File: src/rtl/core/cbsh_pkg.sv
package cbsh_pkg;

   typedef enum logic [1:0] {
      PH_IDLE = 2'd0,
      PH_EXT  = 2'd1,
      PH_PAY  = 2'd2
   } phase_type;

   typedef enum logic [1:0] {
      KIND_HEAD    = 2'd0,
      KIND_PAYLOAD = 2'd1,
      KIND_ERROR   = 2'd2
   } kind_type;

   typedef enum logic [1:0] {
      ERR_NONE     = 2'd0,
      ERR_RESERVED = 2'd1,
      ERR_EOD      = 2'd2
   } err_type;

   localparam logic [2:0] MAJOR_UINT  = 3'd0;
   localparam logic [2:0] MAJOR_NINT  = 3'd1;
   localparam logic [2:0] MAJOR_BSTR  = 3'd2;

   localparam logic [4:0] INFO_DIRECT_MAX = 5'd23;
   localparam logic [4:0] INFO_EXT_1      = 5'd24;
   localparam logic [4:0] INFO_EXT_8      = 5'd27;
   localparam logic [4:0] INFO_RSVD_MIN   = 5'd28;

   typedef struct packed {
      phase_type   phase;
      logic [3:0]  ext_bytes_left;
      logic [63:0] value_accum;
      logic [2:0]  held_major;
      logic [63:0] payload_left;
   } state_type;

   localparam state_type ST_IDLE = '{
      phase:          PH_IDLE,
      ext_bytes_left: 4'd0,
      value_accum:    64'd0,
      held_major:     3'd0,
      payload_left:   64'd0
   };

   typedef struct packed {
      kind_type           item_kind;
      logic [2:0]         head_major;
      logic [63:0]        head_value;
      logic signed [63:0] signed_view;
      logic               int_overflow;
      logic [7:0]         payload_byte;
      logic               payload_last;
      err_type            error_code;
   } result_type;

endpackage

File: src/rtl/core/cbsh_if.sv
interface cbsh_req_if;
   logic       valid;
   logic       ready;
   logic [7:0] in_byte;
   logic       buffer_end;

   modport source (output valid, output in_byte, output buffer_end, input ready);
   modport sink   (input valid, input in_byte, input buffer_end, output ready);
endinterface

interface cbsh_rsp_if;
   logic               valid;
   logic               ready;
   logic [1:0]         item_kind;
   logic [2:0]         head_major;
   logic [63:0]        head_value;
   logic signed [63:0] signed_view;
   logic               int_overflow;
   logic [7:0]         payload_byte;
   logic               payload_last;
   logic [1:0]         error_code;

   modport source (output valid, output item_kind, output head_major, output head_value,
                   output signed_view, output int_overflow, output payload_byte,
                   output payload_last, output error_code, input ready);
   modport sink   (input valid, input item_kind, input head_major, input head_value,
                   input signed_view, input int_overflow, input payload_byte,
                   input payload_last, input error_code, output ready);
endinterface

File: src/rtl/core/cbsh_step.sv
module cbsh_step (
   input  cbsh_pkg::state_type  cur_state,
   input  logic [7:0]           in_byte,
   input  logic                 buffer_end,
   output cbsh_pkg::state_type  nxt_state,
   output logic                 emit,
   output cbsh_pkg::result_type result
);

   logic [2:0]  major;
   logic [4:0]  info;
   logic [63:0] acc_shift;
   logic [3:0]  ext_left_dec;
   logic        fin_do;
   logic [2:0]  fin_major;
   logic [63:0] fin_val;

   assign major        = in_byte[7:5];
   assign info         = in_byte[4:0];
   assign acc_shift    = {cur_state.value_accum[55:0], in_byte};
   assign ext_left_dec = cur_state.ext_bytes_left - 4'd1;

   always_comb begin
      nxt_state = cur_state;
      emit      = 1'b0;
      result    = '0;
      fin_do    = 1'b0;
      fin_major = 3'd0;
      fin_val   = 64'd0;

      case (cur_state.phase)
         cbsh_pkg::PH_EXT: begin
            if (ext_left_dec == 4'd0) begin
               fin_do    = 1'b1;
               fin_major = cur_state.held_major;
               fin_val   = acc_shift;
            end else if (buffer_end) begin
               nxt_state         = cbsh_pkg::ST_IDLE;
               emit              = 1'b1;
               result.item_kind  = cbsh_pkg::KIND_ERROR;
               result.error_code = cbsh_pkg::ERR_EOD;
            end else begin
               nxt_state.value_accum    = acc_shift;
               nxt_state.ext_bytes_left = ext_left_dec;
            end
         end
         cbsh_pkg::PH_PAY: begin
            emit = 1'b1;
            if (cur_state.payload_left > 64'd1 && buffer_end) begin
               nxt_state         = cbsh_pkg::ST_IDLE;
               result.item_kind  = cbsh_pkg::KIND_ERROR;
               result.error_code = cbsh_pkg::ERR_EOD;
            end else begin
               result.item_kind    = cbsh_pkg::KIND_PAYLOAD;
               result.payload_byte = in_byte;
               if (cur_state.payload_left <= 64'd1) begin
                  result.payload_last = 1'b1;
                  nxt_state           = cbsh_pkg::ST_IDLE;
               end else begin
                  nxt_state.payload_left = cur_state.payload_left - 64'd1;
               end
            end
         end
         default: begin
            // initial byte; the unused phase code lands here too
            nxt_state = cbsh_pkg::ST_IDLE;
            if (info inside {[5'd0:cbsh_pkg::INFO_DIRECT_MAX]}) begin
               fin_do    = 1'b1;
               fin_major = major;
               fin_val   = {59'd0, info};
            end else if (info inside {[cbsh_pkg::INFO_RSVD_MIN:5'd31]}) begin
               emit              = 1'b1;
               result.item_kind  = cbsh_pkg::KIND_ERROR;
               result.error_code = cbsh_pkg::ERR_RESERVED;
            end else if (buffer_end) begin
               emit              = 1'b1;
               result.item_kind  = cbsh_pkg::KIND_ERROR;
               result.error_code = cbsh_pkg::ERR_EOD;
            end else if (info inside {[cbsh_pkg::INFO_EXT_1:cbsh_pkg::INFO_EXT_8]}) begin
               nxt_state.phase          = cbsh_pkg::PH_EXT;
               nxt_state.held_major     = major;
               // 1, 2, 4 or 8 extension bytes
               nxt_state.ext_bytes_left = 4'b0001 << info[1:0];
            end
         end
      endcase

      if (fin_do) begin
         nxt_state = cbsh_pkg::ST_IDLE;
         emit      = 1'b1;
         if (fin_major == cbsh_pkg::MAJOR_BSTR && fin_val != 64'd0 && buffer_end) begin
            result.item_kind  = cbsh_pkg::KIND_ERROR;
            result.error_code = cbsh_pkg::ERR_EOD;
         end else begin
            if (fin_major == cbsh_pkg::MAJOR_BSTR && fin_val != 64'd0) begin
               nxt_state.phase        = cbsh_pkg::PH_PAY;
               nxt_state.payload_left = fin_val;
            end
            result.item_kind  = cbsh_pkg::KIND_HEAD;
            result.head_major = fin_major;
            result.head_value = fin_val;
            if (fin_major == cbsh_pkg::MAJOR_UINT || fin_major == cbsh_pkg::MAJOR_NINT) begin
               if (fin_val[63]) begin
                  result.int_overflow = 1'b1;
               end else if (fin_major == cbsh_pkg::MAJOR_UINT) begin
                  result.signed_view = fin_val;
               end else begin
                  // -1 - value
                  result.signed_view = ~fin_val;
               end
            end
         end
      end
   end

endmodule

File: src/rtl/core/cbor_stream_head_parser_unit.sv
// channel   dir  payload                                         accepted when
// req_bus   in   in_byte, buffer_end                             valid && ready
// rsp_bus   out  item_kind, head_major, head_value, signed_view, valid && ready
//                int_overflow, payload_byte, payload_last,
//                error_code
//
// One byte per clock while req_bus.ready is high. Each result is registered
// when its byte is taken, or goes to skid while the result register is held.
// Synchronous active-high reset returns the parser to awaiting an initial byte.
// A two-entry output buffer (result register plus skid) keeps req_bus.ready
// high through an rsp_bus stall; ready drops only when both fill.
module cbor_stream_head_parser_unit (
   input logic        clock,
   input logic        reset,
   cbsh_req_if.sink   req_bus,
   cbsh_rsp_if.source rsp_bus
);

   cbsh_pkg::state_type  state_ff;
   cbsh_pkg::state_type  state_in;
   logic                 step_emit;
   cbsh_pkg::result_type step_result;

   logic                 out_valid_ff;
   cbsh_pkg::result_type out_ff;
   logic                 skid_valid_ff;
   cbsh_pkg::result_type skid_ff;

   logic                 req_take;
   logic                 rsp_take;
   logic                 new_result;

   cbsh_step u_step (
      .cur_state  (state_ff),
      .in_byte    (req_bus.in_byte),
      .buffer_end (req_bus.buffer_end),
      .nxt_state  (state_in),
      .emit       (step_emit),
      .result     (step_result)
   );

   assign req_bus.ready = !skid_valid_ff;
   assign req_take      = req_bus.valid && req_bus.ready;
   assign rsp_take      = rsp_bus.valid && rsp_bus.ready;
   assign new_result    = req_take && step_emit;

   always_ff @(posedge clock) begin
      if (reset) begin
         state_ff      <= cbsh_pkg::ST_IDLE;
         out_valid_ff  <= 1'b0;
         skid_valid_ff <= 1'b0;
      end else begin
         if (req_take) begin
            state_ff <= state_in;
         end
         if (!out_valid_ff || rsp_take) begin
            if (skid_valid_ff) begin
               out_ff        <= skid_ff;
               out_valid_ff  <= 1'b1;
               skid_valid_ff <= 1'b0;
            end else if (new_result) begin
               out_ff       <= step_result;
               out_valid_ff <= 1'b1;
            end else begin
               out_valid_ff <= 1'b0;
            end
         end else if (new_result) begin
            // result register still held downstream: park in skid
            skid_ff       <= step_result;
            skid_valid_ff <= 1'b1;
         end
      end
   end

   assign rsp_bus.valid        = out_valid_ff;
   assign rsp_bus.item_kind    = out_ff.item_kind;
   assign rsp_bus.head_major   = out_ff.head_major;
   assign rsp_bus.head_value   = out_ff.head_value;
   assign rsp_bus.signed_view  = out_ff.signed_view;
   assign rsp_bus.int_overflow = out_ff.int_overflow;
   assign rsp_bus.payload_byte = out_ff.payload_byte;
   assign rsp_bus.payload_last = out_ff.payload_last;
   assign rsp_bus.error_code   = out_ff.error_code;

endmodule

File: src/flat_wrapper.sv
// flat-port wrapper written by rule: the top's interface ports become plain ports
module cbor_stream_head_parser_unit_flat 
  (clock, reset, req_bus_valid, req_bus_in_byte, req_bus_buffer_end, req_bus_ready, rsp_bus_valid, rsp_bus_item_kind, rsp_bus_head_major, rsp_bus_head_value, rsp_bus_signed_view, rsp_bus_int_overflow, rsp_bus_payload_byte, rsp_bus_payload_last, rsp_bus_error_code, rsp_bus_ready);
  cbsh_req_if req_bus_i ();
  cbsh_rsp_if rsp_bus_i ();
  input logic clock;
  input logic reset;
  input wire logic [$bits(req_bus_i.valid)-1:0] req_bus_valid;
  input wire logic [$bits(req_bus_i.in_byte)-1:0] req_bus_in_byte;
  input wire logic [$bits(req_bus_i.buffer_end)-1:0] req_bus_buffer_end;
  output wire logic [$bits(req_bus_i.ready)-1:0] req_bus_ready;
  output wire logic [$bits(rsp_bus_i.valid)-1:0] rsp_bus_valid;
  output wire logic [$bits(rsp_bus_i.item_kind)-1:0] rsp_bus_item_kind;
  output wire logic [$bits(rsp_bus_i.head_major)-1:0] rsp_bus_head_major;
  output wire logic [$bits(rsp_bus_i.head_value)-1:0] rsp_bus_head_value;
  output wire logic [$bits(rsp_bus_i.signed_view)-1:0] rsp_bus_signed_view;
  output wire logic [$bits(rsp_bus_i.int_overflow)-1:0] rsp_bus_int_overflow;
  output wire logic [$bits(rsp_bus_i.payload_byte)-1:0] rsp_bus_payload_byte;
  output wire logic [$bits(rsp_bus_i.payload_last)-1:0] rsp_bus_payload_last;
  output wire logic [$bits(rsp_bus_i.error_code)-1:0] rsp_bus_error_code;
  input wire logic [$bits(rsp_bus_i.ready)-1:0] rsp_bus_ready;
  assign req_bus_i.valid = req_bus_valid;
  assign req_bus_i.in_byte = req_bus_in_byte;
  assign req_bus_i.buffer_end = req_bus_buffer_end;
  assign req_bus_ready = req_bus_i.ready;
  assign rsp_bus_valid = rsp_bus_i.valid;
  assign rsp_bus_item_kind = rsp_bus_i.item_kind;
  assign rsp_bus_head_major = rsp_bus_i.head_major;
  assign rsp_bus_head_value = rsp_bus_i.head_value;
  assign rsp_bus_signed_view = rsp_bus_i.signed_view;
  assign rsp_bus_int_overflow = rsp_bus_i.int_overflow;
  assign rsp_bus_payload_byte = rsp_bus_i.payload_byte;
  assign rsp_bus_payload_last = rsp_bus_i.payload_last;
  assign rsp_bus_error_code = rsp_bus_i.error_code;
  assign rsp_bus_i.ready = rsp_bus_ready;
  cbor_stream_head_parser_unit u_core (.clock(clock), .reset(reset), .req_bus(req_bus_i), .rsp_bus(rsp_bus_i));
endmodule
File: config.mk
export PLATFORM = sky130hd
export DESIGN_NAME = cbor_stream_head_parser_unit_flat
export DESIGN_NICKNAME = d
export VERILOG_FILES = /design/src/rtl/core/cbsh_pkg.sv /design/src/rtl/core/cbsh_if.sv /design/src/rtl/core/cbsh_step.sv /design/src/rtl/core/cbor_stream_head_parser_unit.sv /design/src/flat_wrapper.sv
export SDC_FILE = /design/constraint.sdc
export NUM_CORES = 1
export LEC_CHECK = 0
export ABC_CLOCK_PERIOD_IN_PS = 38900
export BUFFER_PORTS_ARGS = -buffer_cell sky130_fd_sc_hd__buf_2
export CAP_MARGIN = 20
export CORE_ASPECT_RATIO = 2
export CORE_MARGIN = 1.5
export CORE_UTILIZATION = 60
export CTS_BUF_LIST = sky130_fd_sc_hd__clkbuf_4
export DETAILED_ROUTE_END_ITERATION = 12
export GPL_TIMING_DRIVEN = 0
export HOLD_SLACK_MARGIN = 0.08
export PLACE_DENSITY = 0.87
export SLEW_MARGIN = 25
export SYNTH_ARGS = -nofsm -noshare
export SYNTH_HDL_FRONTEND = slang
export SYNTH_HIERARCHICAL = 1
export SYNTH_SLANG_ARGS = --single-unit
File: constraint.sdc
create_clock -name clock -period 38.9 [get_ports clock]
set_input_delay 3.89 -clock clock [delete_from_list [all_inputs] [get_ports clock]]
set_output_delay 3.89 -clock clock [all_outputs]
set_load 0.05 [all_outputs]
==> results of run 1 <==
==> layout by cell type, fill, tap and decap left out, types with 6 or more instances in the layout <==
cell and count:
buf_6 28, inv_1 21, nand3_1 20, ha_1 6
nor3_1 58, a211oi_1 8, clkbuf_4 125, nand2b_1 6
clkinv_1 22, o22ai_1 12, buf_4 20, clkinv_2 12
xor2_1 64, clkbuf_1 76, nor4_1 33, o211ai_1 19
buf_1 10, nand2_1 374, nor2_1 163, a22o_1 53
buf_2 207, and2_1 15, or4_1 12, o21ai_0 54
dfxtp_1 131, nor2b_1 6, o32a_1 13, a21oi_1 149
nand4_1 6, or3_1 14, edfxtp_1 290, nand3b_1 8
mux2_2 145, o221ai_1 15
==> power by group through the flow <==
stage          registers (mW)  clock network, mW  logic [mW]
3_3_place_gp            0.508                  0      0.0868
5_1_grt                 0.493              0.376      0.0971
2_1_floorplan           0.534                  0      0.0376
4_1_cts                 0.493              0.353      0.0920
6_report                0.493              0.347      0.0934
3_5_place_dp            0.503                  0      0.0914
==> worst max-delay path by stage <==
| stage | startpoint | end | slack (ns) | cells after the start |
|---|---|---|---|---|
| floorplan | req_bus_in_byte[3] | u_core/skid_ff[0] | 19.89 | 6 |
| global placement | req_bus_in_byte[3] | u_core/skid_ff[96] | 14.47 | 7 |
| detailed placement | req_bus_buffer_end | u_core/skid_ff[36] | 30.24 | 18 |
| CTS | req_bus_buffer_end | u_core/skid_ff[101] | 31.07 | 18 |
| global route | req_bus_in_byte[3] | u_core/skid_ff[101] | 30.68 | 20 |
| finish | req_bus_buffer_end | u_core/skid_ff[101] | 30.87 | 18 |
==> area by class of cell <==
type	instances	area, um2	area share, %
sequential	421	11300	49.0
multi-input combinational	1341	8120	35.1
timing repair buffer	197	1040	4.48
clock buffer	125	938	4.06
buffer	145	803	3.48
tap	436	546	2.36
clock inverter	43	256	1.11
inverter	21	78.8	0.341
antenna	3	7.51	0.0325
==> worst max-delay path: cells and delay by family <==
family / cells / cell delay [ns]
AOI/OAI and AO/OA: 1 / 0.38
buffers and inverters: 15 / 3.63
and+or+nand+nor: 2 / 0.62
==> state kept, by name, summed over array words and instances, names as in the netlist <==
register                     flops
u_core/skid_ff                 145
u_core/state_ff                129
u_core/skid_valid_ff             1
u_core/rsp_bus.int_overflow      1
u_core/rsp_bus.error_code        2
u_core/rsp_bus.payload_last      1
u_core/rsp_bus.head_major        3
u_core/rsp_bus.valid             1
u_core/rsp_bus.payload_byte      8
u_core/rsp_bus.head_value       64
u_core/rsp_bus.item_kind         2
u_core/rsp_bus.signed_view      64
==> layer usage <==
layer / track usage, % / vias to the layer above / share of wire (%)
met5: 0 / - / 0.019
met4: 36.9 / 2 / 11
met3: 10.1 / 397 / 8.5
met2: 67.5 / 1118 / 49
met1: 39.5 / 8338 / 32
li1: - / 7660 / -
==> metrics by stage <==
step	total power, mW	hold WS [ns]
after detailed placement	0.594	0.457
after floorplan	0.571	0.432
after global placement	0.595	0.445
final	0.933	0.464
after CTS	0.938	0.466
after global routing	0.967	0.483
==> results.txt, run 1 <==
Crit path required time - 39.39 ns
Design area - 0.0231 mm2
Clock buffer depth - 3
Post-CTS Setup Inserts - 0
Inserted Clock Buffers - 90
DRC Markers - 0
GPL Wtd Cong - 1.04
Status - completed
Core Area - 0.0334 mm2
Initial Utilization - 60.8%
Crit start category - input port
Post-route insts no fill - 2732
Critical path class - in2reg
Clk_skew - 0.0598 ns
Worst Path Arrival - 8.52 ns
RR Endpoint - u_core/skid_ff[101]
Cts repair resizes - 0
First-pass GRT wire length - 104000 um
Largest net degree at the start of global routing - 15
Area Growth Syn to Fin - 13.9%
Fin nets - 2236
CP max stage cell - nor4_2
HPWL after DPL - 50400 um
Logic gate share of total power - 10.0%
Leak Pwr - 8.32 nW
Antenna Violating Nets Remaining - 0
Vias - 17500
Vias/cell - 6.41
Post-Syn Nets - 1947
Placed cell count - 2561
Worst slack, placed - 30.24 ns
Row count - 95
Setup ws final - 30.87 ns
Psw - 0.253 mW
Die W - 133 um
Crit-path most repeated cell - buf_2
Initial DRC count - 1777
Mapped cell area - 0.0203 mm2
R2R Path Start - u_core/state_ff[131]
Switching part of the total - 27.2%
Internal - 0.679 mW
Post-DP Area - 0.0219 mm2
Initial antenna violation count - 3
Pwr/cell area - 40.4 mW/mm2
Clock Sink Count - 421
Hold_buf cts - 0
Clk pwr share - 37.2%
Crit path time final - 8.03 ns
Seq pwr share - 52.8%
CTS tree - yes
Worst slew pin tran - 1.23 ns
Finish-stage setup viols - 0
I/O pin cnt - 160
Total wire length - 69600 um
Initial DRT Pass Iterations - 6
Synth Area per Inst - 10.5 um2
Post-Synthesis Cells - 1928
Total Neg Setup Slack - 0 ns
Hold path start - u_core/state_ff[133]
Final Util - 69.2%
DIE HEIGHT - 263 um
Clk slew on worst S/H paths - 0.07 ns
Slew HR - 17.0%
Total of max-cap violations - 0
FF-to-FF path depth - 21
H-tree Lvls - 3
CTS Root Cell - clkbuf_4
Overflow after GRT - 0
Synth warnings - 6
Slowest stage delay, CP - 0.50 ns
Period utilization - 20.6%
VDD IR max - 0.0316 mV
All-Layer GR Usage - 39.9%
Layout cells sized above 1 - 24.8%
RSZ-0062 raised after global routing - false
Fmax - 0.124 GHz
Max Transition Viols Final - 0
Worst-path fanout max - 10
Die ar. - 0.0350 mm2
Clock Latency Late Sink - 0.81 ns
CP Capture Type - register
PortBufs - 157
Hold Path Sink - u_core/state_ff[133]
Vias in the first global route - 17500
Hold Violations, Final - 0
Fillers - 2469
Min-Delay Path Depth - 2
Reg2reg setup slack - 32.39 ns
Hold crit path type - reg2reg
Crit-path cells - buf_2, clkbuf_1, o32a_1, nand2_1, nor4_2, buf_2, buf_2, buf_2, buf_2, buf_2, buf_2, buf_2, buf_2, buf_2, buf_2, buf_2, buf_2, buf_2
Routed length per instance - 25.5 um
Power figures use the tool's default switching activity.
==> run 2, diff against run 1 <==
- ABC_CLOCK_PERIOD_IN_PS: 38900 -> 8200
- clock period: 38.9 -> 8.2 ns (I/O delays scaled with it)
==> run 2 against run 1 <==
Largest cell class unchanged. Global-route usage grew 0.53 points. Die area unchanged. Hold slack lost 0.049 ns. Critical path type is now reg2reg.
==> results.txt, run 2 (synthesis gave the netlist of run 1 again) <==
Clock buffer depth - 3 (unchanged)
Min-Delay Path Depth - 3 (+1)
Top delay family on crit path - compound AO/OA/AOI/OAI gates
Finish-stage setup viols - 0 (unchanged)
Post-DP Area - 0.0219 mm2 (about the same)
Initial Utilization - 60.8% (unchanged)
Setup ws final - 3.02 ns (-27.85 ns)
Placed cell count - 2544 (-0.66%)
Leak Pwr - 8.25 nW (-0.77%)
Hold Path Sink - u_core/skid_valid_ff
HPWL after DPL - 51400 um (+2.0%)
Worst hold slack - 0.415 ns (-0.0487 ns)
Hold path start - rsp_bus_ready
Largest net degree at the start of global routing - 20 (+5)
Fillers - 2505 (+1.5%)
Reg2reg setup slack - 3.02 ns (-29.37 ns)
First-pass GRT wire length - 104000 um (+0.89%)
Hold Violations, Final - 0 (unchanged)
Hold crit path type - in2reg
Commonest cells after routing, fill and taps aside - 374 x nand2_1, 290 x edfxtp_1, 184 x buf_2, 163 x nor2_1, 149 x a21oi_1
Max Transition Viols Final - 0 (unchanged)
Status - completed
Antenna Violating Nets Remaining - 0 (unchanged)
Top Registers - u_core/skid_ff (145), u_core/state_ff (129)
Clk slew on worst S/H paths - 0.08 ns (about the same)
H-tree Lvls - 3 (unchanged)
Area Growth Syn to Fin - 14.1%
Core Area - 0.0334 mm2 (unchanged)
Clock Latency Late Sink - 0.82 ns (about the same)
CTS Root Cell - clkbuf_4
Overflow after GRT - 0 (unchanged)
Die W - 133 um (unchanged)
Crit path time final - 5.18 ns
Register Area - 0.0113 mm2 (unchanged)
Total Neg Setup Slack - 0 ns (unchanged)
Worst Path Arrival - 5.76 ns (-2.76 ns)
Most flops, register - u_core/skid_ff
Worst slack, placed - 2.90 ns (-27.34 ns)
DRC Markers - 0 (unchanged)
Hold_buf cts - 0 (unchanged)
VDD IR max - 0.148 mV (+370%)
RR Endpoint - u_core/rsp_bus.head_value[18]
RSZ-0062 raised after global routing - false
Worst-path fanout max - 10 (unchanged)
CTS tree - yes
Die ar. - 0.0350 mm2 (unchanged)
Slowest stage delay, CP - 0.81 ns (+0.31 ns)
Total wire length - 70700 um (+1.5%)
Vias/cell - 6.44 (+0.52%)
Design area - 0.0231 mm2 (+0.15%)
Pwr/cell area - 193 mW/mm2 (+380%)
Worst slew pin tran - 1.19 ns (-0.0406 ns)
GPL Wtd Cong - 1.04 (about the same)
Inserted Clock Buffers - 89 (-1.1%)
Crit start category - register
Initial DRC count - 1690 (-4.9%)
Row count - 95 (unchanged)
Max reg flops - 145 (unchanged)
Routed length per instance - 26.1 um (+2.2%)
Clock Sink Count - 421 (unchanged)
Crit path required time - 8.78 ns (-30.61 ns)
Cts repair resizes - 0 (unchanged)
Initial antenna violation count - 2 (-1)
Worst Path Buf+Inv - 3 (-12)
All-Layer GR Usage - 40.4% (+0.53 points)
Post-route insts no fill - 2711 (-0.77%)
Post-CTS Setup Inserts - 0 (unchanged)
Multi-input gate area - 0.00813 mm2 (+0.11%)
Layout cells sized above 1 - 24.1% (-0.71 points)
DIE HEIGHT - 263 um (unchanged)
Commonest non-fill, non-tap cell in the layout - nand2_1
Fmax - 0.193 GHz
CP max stage cell - o41ai_2
R2R Path Start - u_core/state_ff[131]
Vias in the first global route - 17500 (-0.23%)
Period utilization - 63.2%
FF-to-FF path depth - 10 (-52%)
Slew HR - 20.6% (+3.6 points)
Fin nets - 2218 (-0.81%)
Vias - 17500 (-0.25%)
Crit-path cells - inv_1, ha_1, o41ai_2, a21oi_1, o22ai_1, nor4b_1, clkbuf_2, clkbuf_1, nor2_1, mux2_2
I/O pin cnt - 160 (unchanged)
Total of max-cap violations - 0 (unchanged)
Clk_skew - 0.0476 ns (-0.0122 ns)
Critical path class - reg2reg
Initial DRT Pass Iterations - 8 (+2)
PortBufs - 157 (unchanged)
CP Capture Type - register
run 2: worst max-delay path by stage:
stage                               from                              to  slack [ns]  cells after the start
floorplan           u_core/state_ff[131]    u_core/rsp_bus.error_code[0]        0.18                      8
global placement    u_core/state_ff[131]  u_core/rsp_bus.signed_view[29]       -2.45                      8
detailed placement  u_core/state_ff[131]   u_core/rsp_bus.head_value[18]        2.90                     10
CTS                 u_core/state_ff[131]   u_core/rsp_bus.head_value[18]        2.91                     10
global route        u_core/state_ff[131]   u_core/rsp_bus.head_value[18]        2.86                     10
finish              u_core/state_ff[131]   u_core/rsp_bus.head_value[18]        3.02                     10
run 2: worst min-delay path, delay by kind of cell:
family	cells	cell delay, ns
buf+inv	1	0.07
simple gates	2	0.29
run 2: final cells by class:
type	count	share of cell area (%)
timing repair buffer	180	4.46
tap	436	2.36
antenna	2	0.0216
clock inverter	38	1.17
clock buffer	127	4.12
multi-input combinational	1341	35.1
sequential	421	48.9
buffer	145	3.48
inverter	21	0.341
run 2: metrics by stage:
| step | power [mW] | util, % |
|---|---|---|
| floorplan | 2.70 | - |
| global placement | 2.81 | 64.8 |
| detailed placement | 2.82 | 65.6 |
| CTS | 4.50 | 69.3 |
| global route | 4.62 | 69.3 |
| finish | 4.47 | 69.3 |
run 2: routing by layer:
| metal | wire [um] | part of all wire (%) | track usage (%) | up-vias |
|---|---|---|---|---|
| met5 | 14 | 0.020 | 0 | - |
| met4 | 7400 | 10 | 36.4 | 2 |
| met3 | 5740 | 8.1 | 8.22 | 402 |
| met2 | 35100 | 50 | 69.0 | 1072 |
| met1 | 22400 | 32 | 41.3 | 8357 |
| li1 | - | - | - | 7638 |
run 2: power by group:
group | total, mW | internal (mW) | switching (mW)
clock | 1.69 | 0.850 | 0.839
combinational | 0.446 | 0.115 | 0.331
sequential | 2.34 | 2.32 | 0.0136
